File: src/sv/tidm11_pkg.sv
`timescale 1ns / 1ps
`default_nettype none
// ----------------------------------------------------------------------------
// tidm11_pkg
// Shared types, weight tables and mod-11 helper for the tax number validator.
// ----------------------------------------------------------------------------
package tidm11_pkg;

   localparam int DIGIT_W = 4;
   localparam int POS_W   = 4;
   localparam int SUM_W   = 10;
   localparam int KIND_W  = 2;

   localparam logic [POS_W-1:0] POS_MAX       = 4'd15;
   localparam logic [POS_W-1:0] POS_CPF_LAST  = 4'd10;  // eleventh digit
   localparam logic [POS_W-1:0] POS_CNPJ_LAST = 4'd13;  // fourteenth digit

   localparam logic [KIND_W-1:0] KIND_CPF  = 2'd0;
   localparam logic [KIND_W-1:0] KIND_CNPJ = 2'd1;
   localparam logic [KIND_W-1:0] KIND_BAD  = 2'd2;

   // floor(x / 11) = (x * 1490) >> 14 for every 10-bit x
   localparam int          RECIP_SHIFT = 14;
   localparam int          PROD_W      = SUM_W + RECIP_SHIFT;
   localparam int          QUOT_W      = 7;
   localparam logic [10:0] RECIP_11    = 11'd1490;
   localparam logic [3:0]  MOD_BASE    = 4'd11;

   localparam logic [3:0] W_PERSON_FIRST [16] =
      '{4'd10, 4'd9, 4'd8, 4'd7, 4'd6, 4'd5, 4'd4, 4'd3,
        4'd2, 4'd0, 4'd0, 4'd0, 4'd0, 4'd0, 4'd0, 4'd0};
   localparam logic [3:0] W_PERSON_SECOND [16] =
      '{4'd11, 4'd10, 4'd9, 4'd8, 4'd7, 4'd6, 4'd5, 4'd4,
        4'd3, 4'd2, 4'd0, 4'd0, 4'd0, 4'd0, 4'd0, 4'd0};
   localparam logic [3:0] W_COMPANY_FIRST [16] =
      '{4'd5, 4'd4, 4'd3, 4'd2, 4'd9, 4'd8, 4'd7, 4'd6,
        4'd5, 4'd4, 4'd3, 4'd2, 4'd0, 4'd0, 4'd0, 4'd0};
   localparam logic [3:0] W_COMPANY_SECOND [16] =
      '{4'd6, 4'd5, 4'd4, 4'd3, 4'd2, 4'd9, 4'd8, 4'd7,
        4'd6, 4'd5, 4'd4, 4'd3, 4'd2, 4'd0, 4'd0, 4'd0};

   typedef struct packed {
      logic [DIGIT_W-1:0] digit;
      logic               is_last;
   } req_type;

   typedef struct packed {
      logic [KIND_W-1:0] doc_kind;
      logic              valid_res;
   } rsp_type;

   // Running sums and digit history handed to the check stage
   typedef struct packed {
      logic [POS_W-1:0]   position;
      logic [SUM_W-1:0]   person_sum_first;
      logic [SUM_W-1:0]   person_sum_second;
      logic [SUM_W-1:0]   company_sum_first;
      logic [SUM_W-1:0]   company_sum_second;
      logic [DIGIT_W-1:0] previous_digit;
      logic               all_equal;
   } acc_type;

   // Empty number: sums and history cleared, no digit seen to differ
   localparam acc_type ACC_RESET = '{
      position:           '0,
      person_sum_first:   '0,
      person_sum_second:  '0,
      company_sum_first:  '0,
      company_sum_second: '0,
      previous_digit:     '0,
      all_equal:          1'b1
   };

   // Check digit from a weighted sum: 0 when sum mod 11 is below 2
   function automatic logic [3:0] check_digit(input logic [SUM_W-1:0] sum);
      logic [PROD_W-1:0] prod;
      logic [QUOT_W-1:0] quot;
      logic [SUM_W-1:0]  rem_w;
      logic [3:0]        rem;
      prod  = PROD_W'(sum) * PROD_W'(RECIP_11);
      quot  = prod[RECIP_SHIFT +: QUOT_W];
      rem_w = sum - SUM_W'(quot) * SUM_W'(MOD_BASE);
      rem   = rem_w[3:0];
      return (rem < 4'd2) ? 4'd0 : MOD_BASE - rem;
   endfunction

endpackage
`default_nettype wire

File: src/sv/tidm11_check.sv
`timescale 1ns / 1ps
`default_nettype none
// ----------------------------------------------------------------------------
// tidm11_check
// Final-digit decision: document kind from length and both mod-11 checks.
// ----------------------------------------------------------------------------
module tidm11_check (
   input  wire tidm11_pkg::acc_type                   acc,
   input  wire logic [tidm11_pkg::DIGIT_W-1:0]        digit,
   input  wire logic                                  digits_differ,
   output tidm11_pkg::rsp_type                        result
);

   logic [3:0] cpf_first;
   logic [3:0] cpf_second;
   logic [3:0] cnpj_first;
   logic [3:0] cnpj_second;

   // The final digit's weight is zero at both legal lengths, so the stored
   // sums already hold the complete totals.
   assign cpf_first   = tidm11_pkg::check_digit(acc.person_sum_first);
   assign cpf_second  = tidm11_pkg::check_digit(acc.person_sum_second);
   assign cnpj_first  = tidm11_pkg::check_digit(acc.company_sum_first);
   assign cnpj_second = tidm11_pkg::check_digit(acc.company_sum_second);

   always_comb begin
      result.doc_kind  = tidm11_pkg::KIND_BAD;
      result.valid_res = 1'b0;
      if (acc.position == tidm11_pkg::POS_CPF_LAST) begin
         result.doc_kind  = tidm11_pkg::KIND_CPF;
         result.valid_res = digits_differ && (cpf_first == acc.previous_digit)
                            && (cpf_second == digit);
      end else if (acc.position == tidm11_pkg::POS_CNPJ_LAST) begin
         result.doc_kind  = tidm11_pkg::KIND_CNPJ;
         result.valid_res = digits_differ && (cnpj_first == acc.previous_digit)
                            && (cnpj_second == digit);
      end
   end

endmodule
`default_nettype wire

File: src/sv/tax_id_mod11_check_validator_unit.sv
`timescale 1ns / 1ps
`default_nettype none
// ----------------------------------------------------------------------------
// tax_id_mod11_check_validator_unit
// CPF / CNPJ mod-11 check-digit validator, one decimal digit per transaction.
// ----------------------------------------------------------------------------
// Usage:
//   req_ channel: one digit per transaction, is_last set on the final digit.
//   rsp_ channel: one transaction per number, carrying doc_kind (CPF, CNPJ
//   or bad length) and valid_res (both check digits match, digits not all
//   equal). Digits that are not final produce no response.
//   Throughput: one digit per cycle while no final digit waits on a stalled
//   response, set by the single accumulate stage between the input register
//   and the result register. An accepted final digit waits in the input
//   register behind any stalled response, then loads rsp_valid and the result.
//   Reset: synchronous; clears both valid flags and restarts the running sums.
//   Stall: while rsp_ready is low a held response blocks only final digits;
//   other digits keep flowing into the accumulator. Once the input register
//   holds a final digit behind a stalled response, req_ready drops.
//   After each final digit the accumulator returns to its reset state.
// ----------------------------------------------------------------------------
module tax_id_mod11_check_validator_unit (
   input  wire  logic                clock,
   input  wire  logic                reset,
   input  wire  logic                req_valid,
   output logic                      req_ready,
   input  wire  tidm11_pkg::req_type req_data,
   output logic                      rsp_valid,
   input  wire  logic                rsp_ready,
   output tidm11_pkg::rsp_type       rsp_data
);

   logic                s1_valid_ff, s1_valid_in;
   tidm11_pkg::req_type s1_data_ff;
   logic                rsp_valid_ff, rsp_valid_in;
   tidm11_pkg::rsp_type rsp_data_ff;
   tidm11_pkg::acc_type acc_ff, acc_in;
   tidm11_pkg::rsp_type result;

   logic rsp_free;
   logic s1_fire;
   logic digits_differ;
   logic [tidm11_pkg::DIGIT_W-1:0] d;
   logic [tidm11_pkg::POS_W-1:0]   p;

   assign d = s1_data_ff.digit;
   assign p = acc_ff.position;

   assign rsp_free  = !rsp_valid_ff || rsp_ready;
   assign s1_fire   = s1_valid_ff && (!s1_data_ff.is_last || rsp_free);
   assign req_ready = !s1_valid_ff || s1_fire;

   // all_equal after this digit, inverted
   assign digits_differ = !acc_ff.all_equal
                          || ((p != '0) && (d != acc_ff.previous_digit));

   tidm11_check u_check (
      .acc           (acc_ff),
      .digit         (d),
      .digits_differ (digits_differ),
      .result        (result)
   );

   always_comb begin
      acc_in = acc_ff;
      if (s1_fire) begin
         if (s1_data_ff.is_last) begin
            acc_in = tidm11_pkg::ACC_RESET;
         end else begin
            acc_in.person_sum_first = acc_ff.person_sum_first
               + tidm11_pkg::SUM_W'(d * tidm11_pkg::W_PERSON_FIRST[p]);
            acc_in.person_sum_second = acc_ff.person_sum_second
               + tidm11_pkg::SUM_W'(d * tidm11_pkg::W_PERSON_SECOND[p]);
            acc_in.company_sum_first = acc_ff.company_sum_first
               + tidm11_pkg::SUM_W'(d * tidm11_pkg::W_COMPANY_FIRST[p]);
            acc_in.company_sum_second = acc_ff.company_sum_second
               + tidm11_pkg::SUM_W'(d * tidm11_pkg::W_COMPANY_SECOND[p]);
            acc_in.previous_digit = d;
            acc_in.all_equal      = !digits_differ;
            acc_in.position       = (p == tidm11_pkg::POS_MAX) ? p : p + 1'b1;
         end
      end
   end

   always_comb begin
      s1_valid_in = s1_valid_ff;
      if (req_valid && req_ready) begin
         s1_valid_in = 1'b1;
      end else if (s1_fire) begin
         s1_valid_in = 1'b0;
      end
   end

   always_comb begin
      rsp_valid_in = rsp_valid_ff;
      if (s1_fire && s1_data_ff.is_last) begin
         rsp_valid_in = 1'b1;
      end else if (rsp_ready) begin
         rsp_valid_in = 1'b0;
      end
   end

   always_ff @(posedge clock) begin
      if (reset) begin
         s1_valid_ff  <= 1'b0;
         rsp_valid_ff <= 1'b0;
         acc_ff       <= tidm11_pkg::ACC_RESET;
      end else begin
         s1_valid_ff  <= s1_valid_in;
         rsp_valid_ff <= rsp_valid_in;
         acc_ff       <= acc_in;
      end
   end

   // Payload registers: load on transfer, hold otherwise
   always_ff @(posedge clock) begin
      if (req_valid && req_ready) begin
         s1_data_ff <= req_data;
      end
      if (s1_fire && s1_data_ff.is_last) begin
         rsp_data_ff <= result;
      end
   end

   assign rsp_valid = rsp_valid_ff;
   assign rsp_data  = rsp_data_ff;

endmodule
`default_nettype wire

File: config.mk
export PLATFORM = sky130hd
export DESIGN_NAME = tax_id_mod11_check_validator_unit
export DESIGN_NICKNAME = d
export VERILOG_FILES = /design/src/sv/tidm11_pkg.sv /design/src/sv/tidm11_check.sv /design/src/sv/tax_id_mod11_check_validator_unit.sv
export SDC_FILE = /design/constraint.sdc
export NUM_CORES = 1
export LEC_CHECK = 0
export ABC_AREA = 0
export BUFFER_PORTS_ARGS = -buffer_cell sky130_fd_sc_hd__clkbuf_2
export CAP_MARGIN = 10
export CELL_PAD_IN_SITES_DETAIL_PLACEMENT = 1
export CELL_PAD_IN_SITES_GLOBAL_PLACEMENT = 2
export CORE_UTILIZATION = 30
export DETAILED_ROUTE_END_ITERATION = 8
export PLACE_DENSITY_LB_ADDON = 0.12
export SETUP_SLACK_MARGIN = 0.1
export SLEW_MARGIN = 20
export SYNTH_ARGS = -nofsm -noshare
export SYNTH_HDL_FRONTEND = slang
export SYNTH_SLANG_ARGS = --single-unit
File: constraint.sdc
create_clock -name clock -period 13.7 [get_ports clock]
set_input_delay 0.685 -clock clock [delete_from_list [all_inputs] [get_ports clock]]
set_output_delay 0.685 -clock clock [all_outputs]
set_load 0.03 [all_outputs]
==> results of run 1 <==
==> per-stage QoR <==
step / total power (µW) / utilization, % / cells / worst slack, ns
floorplan: 581 / - / 1412 / 6.57
global placement: 688 / 32.0 / 1939 / 5.84
detailed placement: 696 / 32.0 / 1939 / 5.68
CTS: 979 / 32.8 / 1955 / 5.66
global route: 1060 / 32.8 / 1955 / 5.16
finish: 953 / 32.8 / 1955 / 5.91
==> power by group through the flow <==
| stage | clock network, µW | logic [µW] | registers (µW) |
|---|---|---|---|
| floorplan | 0 | 387 | 194 |
| global placement | 0 | 486 | 202 |
| detailed placement | 0 | 493 | 203 |
| CTS | 281 | 499 | 199 |
| global route | 287 | 569 | 200 |
| finish | 272 | 483 | 198 |
==> registers in the layout, summed over array words and instances, names as in the netlist <==
| register | count |
|---|---|
| rsp_valid | 1 |
| p | 4 |
| acc_ff | 45 |
| s1_data_ff | 1 |
| d | 4 |
| s1_valid_ff | 1 |
| rsp_data | 3 |
==> cells in the final DEF, fill, tap and decap left out, types with 6 or more instances in the layout <==
master and count:
a21o_1 20, a21oi_1 59, nand2_1 64, o21ai_1 11, o21bai_1 7, clkbuf_16 9, nand2b_1 11, xnor2_1 69
clkbuf_2 13, inv_1 312, buf_4 9, and3_1 6, ha_1 318, a22oi_1 23, nor2b_1 22, edfxtp_1 8
dfxtp_1 51, fa_1 136, o21ai_0 18, a31oi_1 11, nor3_1 16, nand3_1 29, nor2_1 59, xor2_1 40
and2_1 24
==> critical path, delay by kind of cell, from the launching register on <==
kind                       cells  cell delay [ns]
adders and majority gates     10             3.94
AOI/OAI and AO/OA              8             1.57
xor gates and xnor gates       6             0.93
DFF                            1             0.62
and+or+nand+nor                3             0.41
buffers and inverters          3             0.15
==> worst max-delay path by stage <==
stage	startpoint	to	slack, ns	depth (start not counted)
floorplan	acc_ff[27]	rsp_data[0]	6.57	32
global placement	acc_ff[17]	rsp_data[0]	5.84	31
detailed placement	acc_ff[17]	rsp_data[0]	5.68	31
CTS	acc_ff[17]	rsp_data[0]	5.66	31
global route	acc_ff[27]	rsp_data[0]	5.16	30
finish	acc_ff[27]	rsp_data[0]	5.91	30
==> metal layers <==
layer  vias to the layer above  wire [µm]  global-route usage [%]
li1                       4570          -                       -
met1                      4466      15500                    20.5
met2                        27      14600                    26.5
met3                         8        396                    1.83
met4                         0        179                    2.22
met5                         -          0                       0
==> logic make-up after synthesis <==
group | Yosys count
AND/OR/NAND/NOR | 255
XOR/XNOR | 112
AO/OA/AOI/OAI | 178
flip-flops | 59
adder cells (fa/ha/maj) | 454
buffers and inverters | 349
multiplexers | 5
==> area by class of cell <==
class	count	area (µm²)
clock buffers	9	225
clock inverters	7	116
fillers	4900	28200
inverters	315	1180
multi-input cells	1004	10200
flip-flops and latches	59	1260
well taps	539	674
repair buffers	22	133
==> run summary, run 1 <==
dominant cells by area after synthesis: ha_1 31%, fa_1 21%, inv_1 9.2%
Cell Area, Synth: 12700 µm²
Synth Instances: 1412
number of max-cap violations: 0
worst r2r dst: rsp_data[0]
status: finished clean
cell taking the most area after synthesis: ha_1
Least-Margin Pin Slew: 0.924 ns
most used cell, CP: ha_1
Tcrit/Tclk final: 56.9%
Seq pwr share: 20.8%
CP max stage delay: 0.62 ns
clock buffer depth: 2
num rows: 75
worst skew pair latency: 0.36 ns
crit path capture type: flip-flop
Lkg Pwr: 0.00756 µW
Post-DRT Antenna Nets: 0
switching pwr: 382 µW
post-synthesis adder-cell area fraction: 52.6%
Yosys reg bits: 59
Die Ht: 208 µm
hold path start: acc_ff[0]
Post-synth ARST share: 0%
total gr overflow: 0
Yosys top cell area share: 31.2%
syn avg cell area: 9.02 µm²
RePlAce Congestion: 0.740
CORE AREA: 41900 µm²
post-cts resize count: 0
Critical Path AT: 7.99 ns
Final setup viols: 0
combinational family with the most area after synthesis: adder cells
Area after DPL: 13400 µm²
post-DP HPWL: 25500 µm
design area: 13800 µm²
postcts setup bufs: 0
pins over their slew limit: 0
Max Freq: 128 MHz
CP Class: flip-flop to flip-flop
Synthesis Warnings: 0
Initial Util: 30.4%
antenna violations before repair: 0
Hold Path Cell Cnt: 2
Logic pwr share: 50.7%
WL/cell: 15.7 µm
Sw Ratio: 40.1%
Vias/cell: 4.64
port buffer count: 13
Post-Route Setup TNS: 0 ns
CTS Buf Count: 9
Hold EP: acc_ff[0]
R2R Path Start: acc_ff[27]
FF-to-FF setup slack: 5.91 ns
fin crit period: 7.79 ns
nets: 1874
xor/xnor share of the synthesized area: 7.88%
Mapped Nets: 1875
# IOs: 14
die width: 208 µm
CTS Hold Bufs: 0
Hold Slack: 0.469 ns
CTS tree: done
CTS Root Buffer Type: clkbuf_16
Worst path slowest cell: dfxtp_1
PwrDens: 69.2 nW/µm²
Worst Path Required: 13.90 ns
RSZ-0062 raised after global routing: false
n_diodes: 0
EDFF count, synth: 8
reg2reg path depth: 30
DRT iter0 DRCs: 238
mux contribution to synthesized area: 0.412%
Clock transition at path regs: 0.06 ns
Post-synth top flop: dfxtp_1
Synth Area in Compound Gates: 9.07%
maximum VDD drop: 0.0000580 V
Startpoint Class: flip-flop
Routed WL: 30700 µm
clock sinks: 59
vias in the first global route: 10078
Worst Hold Class: flip-flop to flip-flop
vias: 9071
Int Pwr: 571 µW
Clock power frac: 28.5%
Layout area overhead: 8.05%
# DRC: 0
Seq/Total Area, Yosys: 9.90%
pin count of the biggest net entering global routing: 52
skew final: 0.0107 ns
share of cells above drive strength 1: 3.81%
final hold vios: 0
DIE AREA: 43300 µm²
first-pass GRT wire length: 52500 µm
Slew HR: 37.4%
gr usage total: 15.2%
Pre-Repair DR Iteration Count: 4
simple logic cell fraction of the synthesized area: 9.85%
Crit Path Max Fanout: 10
synth unique cells: 58
Commonest cells post-synth: 318 x ha_1, 312 x inv_1, 136 x fa_1
top-count cell post-synth: ha_1
H-tree lvl count: 3
Note: power is estimated with default switching activity, not from simulation.
==> run 2: changes to the inputs <==
Clock period 13.7 ns to 6.6 ns, I/O delays scaled along.
==> run 2 against run 1 <==
Against the previous run:
- the flow now finishes with violations (negative setup slack)
- setup slack worse by 6.4 ns
- largest power group unchanged
- design area up 12%
- via count up 5.1%
- sequential cell count unchanged
- largest cell class unchanged
- sequential power up 100%
- core utilization up 3.8 points
- fmax up 10%
- non-clock buffer count up 116
- power up 140%
- critical path depth up 2
==> run summary, run 2 (synthesized netlist as in run 1, its figures left out) <==
most used cell, CP: ha_4
Tcrit/Tclk final: 107% (+50 points)
Lkg Pwr: 0.00810 µW (+7.2%)
pins over their slew limit: 0 (unchanged)
DP Worst Slack: -0.663 ns (-6.34 ns)
CTS Root Buffer Type: clkbuf_16
GRT met3 Usage: 1.25% (-0.57 points)
CP Class: flip-flop to flip-flop
WL/cell: 15.8 µm (+0.83%)
Crit Path Max Fanout: 5 (-5)
port buffer count: 13 (unchanged)
Worst Path Required: 6.80 ns (-7.10 ns)
num rows: 75 (unchanged)
H-tree lvl count: 3 (unchanged)
Routed WL: 32700 µm (+6.8%)
Layout fillers: 4764 (-2.8%)
switching pwr: 917 µW (+140%)
Slew HR: 37.3% (-0.12 points)
CTS Buf Count: 9 (unchanged)
M1 GR Usage: 22.2% (+1.7 points)
vias: 9530 (+5.1%)
GRT met2 Usage: 27.5% (+1.0 points)
first-pass GRT wire length: 55800 µm (+6.2%)
Clock power frac: 23.8% (-4.7 points)
Int Pwr: 1340 µW (+140%)
Layout area overhead: 20.5%
status: finished with violations
skew final: 0.0104 ns (-0.000349 ns)
CTS tree: done
# DRC: 0 (unchanged)
Logic pwr share: 58.4% (+7.7 points)
Worst path slowest cell: fa_1
largest register by flop count: acc_ff
number of flip-flops in the largest register: 45 (unchanged)
Die Ht: 208 µm (unchanged)
CTS Hold Bufs: 0 (unchanged)
worst skew pair latency: 0.36 ns (about the same)
CORE AREA: 41900 µm² (unchanged)
pin count of the biggest net entering global routing: 52 (unchanged)
Final setup viols: 1 (+1)
Post-DRT Antenna Nets: 0 (unchanged)
clock sinks: 59 (unchanged)
Vias/cell: 4.60 (-0.82%)
commonest non-fill, non-tap cell in the layout: inv_1
Sw Ratio: 40.5% (+0.45 points)
fin crit period: 7.07 ns (-0.722 ns)
nets: 1990 (+6.2%)
final core utilization: 36.6% (+3.8 points)
# IOs: 14 (unchanged)
failing checks: negative setup slack
crit path capture type: flip-flop
Least-Margin Pin Slew: 0.926 ns (+0.00176 ns)
PwrDens: 147 nW/µm² (+110%)
gr usage total: 16.1% (+0.93 points)
vias in the first global route: 10776 (+6.9%)
antenna violations before repair: 0 (unchanged)
most frequent cells in the layout: 305 x inv_1, 278 x ha_1, 134 x fa_1
clock buffer depth: 2 (unchanged)
total gr overflow: 0 (unchanged)
share of cells above drive strength 1: 18.0% (+14 points)
Initial Util: 30.4% (unchanged)
Seq pwr share: 17.8% (-3.0 points)
Pre-Repair DR Iteration Count: 4 (unchanged)
n_diodes: 0 (unchanged)
post-DP HPWL: 27700 µm (+8.4%)
DIE AREA: 43300 µm² (unchanged)
DRT iter0 DRCs: 241 (+1.3%)
die width: 208 µm (unchanged)
CP max stage delay: 0.58 ns (-0.04 ns)
RSZ-0062 raised after global routing: true
Clock transition at path regs: 0.07 ns (about the same)
Critical Path AT: 7.26 ns (-0.73 ns)
busiest grt layer: met2
Crit path max-delay family: adder cells
final hold vios: 0 (unchanged)
Setup WS post-layout: -0.466 ns (-6.38 ns)
RePlAce Congestion: 0.762 (+2.8%)
number of max-cap violations: 0 (unchanged)
Max Freq: 142 MHz (+10%)
Worst Hold Class: input pin to flip-flop
Startpoint Class: flip-flop
maximum VDD drop: 0.000121 V (+110%)
CP Buf/Inv Count: 5 (+2)
run 2: cell count changes in the layout (fill, tap and decap cells not counted), moves of 4 or more:
| cell | before | now |
|---|---|---|
| dfxtp_2 | 0 | 13 |
| inv_1 | 312 | 305 |
| inv_2 | 2 | 9 |
| a21oi_2 | 1 | 10 |
| ha_2 | 0 | 4 |
| xnor2_1 | 69 | 65 |
| a21oi_1 | 59 | 48 |
| ha_4 | 0 | 36 |
| ha_1 | 318 | 278 |
| buf_4 | 9 | 123 |
| dfxtp_1 | 51 | 24 |
| dfxtp_4 | 0 | 14 |
run 2: stage by stage:
step                      power [µW]  TNS (ns)  hold WS, ns  cell area [µm²]  instances
final                           2260    -0.466        0.148            15400       2071
after CTS                       2220    -0.571        0.129            15100       2062
after detailed placement        1650    -0.663        0.456            14700       2045
after floorplan                 1270   -0.0186        0.429            13200       1412
after global routing            2480    -0.877        0.134            15400       2071
after global placement          1620    -0.554        0.455            14700       2045
run 2: metal layers:
layer | routed length [µm] | part of all wire [%] | vias up
met5 | 0 | 0 | -
met4 | 429 | 1.3 | 0
met3 | 285 | 0.87 | 20
met2 | 15400 | 47 | 52
met1 | 16600 | 51 | 4663
li1 | - | - | 4795
run 2: timing repair:
| item | CTS | global route |
|---|---|---|
| endpoints found under the setup margin | 1 | 1 |
| gates resized for setup | 7 | 32 |
| pin swaps | 5 | 49 |
| setup buffers | 1 | 9 |
run 2: power by group through the flow:
stage               logic [µW]  registers (µW)  clock network, µW
floorplan                  863             406                  0
global placement          1210             410                  0
detailed placement        1230             410                  0
CTS                       1260             403                559
global route              1510             404                570
finish                    1320             402                539
run 2: cell type report:
cell class                      instances  area, µm²  area share [%]
Clock buffer                            9        225            1.47
Clock inverter                          7       92.6           0.603
Inverter                              315       1180            7.70
Multi-Input combinational cell       1004      10800            70.6
Sequential cell                        59       1330            8.66
Tap cell                              539        674            4.39
Timing Repair Buffer                  138       1010            6.58
run 2: worst register-to-register path, delay by kind of cell, from the launching register on:
kind	cells	cell delay, ns
flops	1	0.38
simple gates	3	0.39
compound gates	8	1.20
fa+ha+maj	10	3.50
xor+xnor	6	1.04
buf+inv	5	0.44
run 2: path summary, 6_finish.rpt:
check | slack, ns | endpoint | from | cells past startpoint
max | -0.47 | rsp_data[0] | acc_ff[27] | 32
min | 0.15 | d[3] | req_data[4] | 1
max reg2reg | -0.47 | rsp_data[0] | acc_ff[27] | 32
min reg2reg | 0.47 | acc_ff[0] | acc_ff[0] | 2
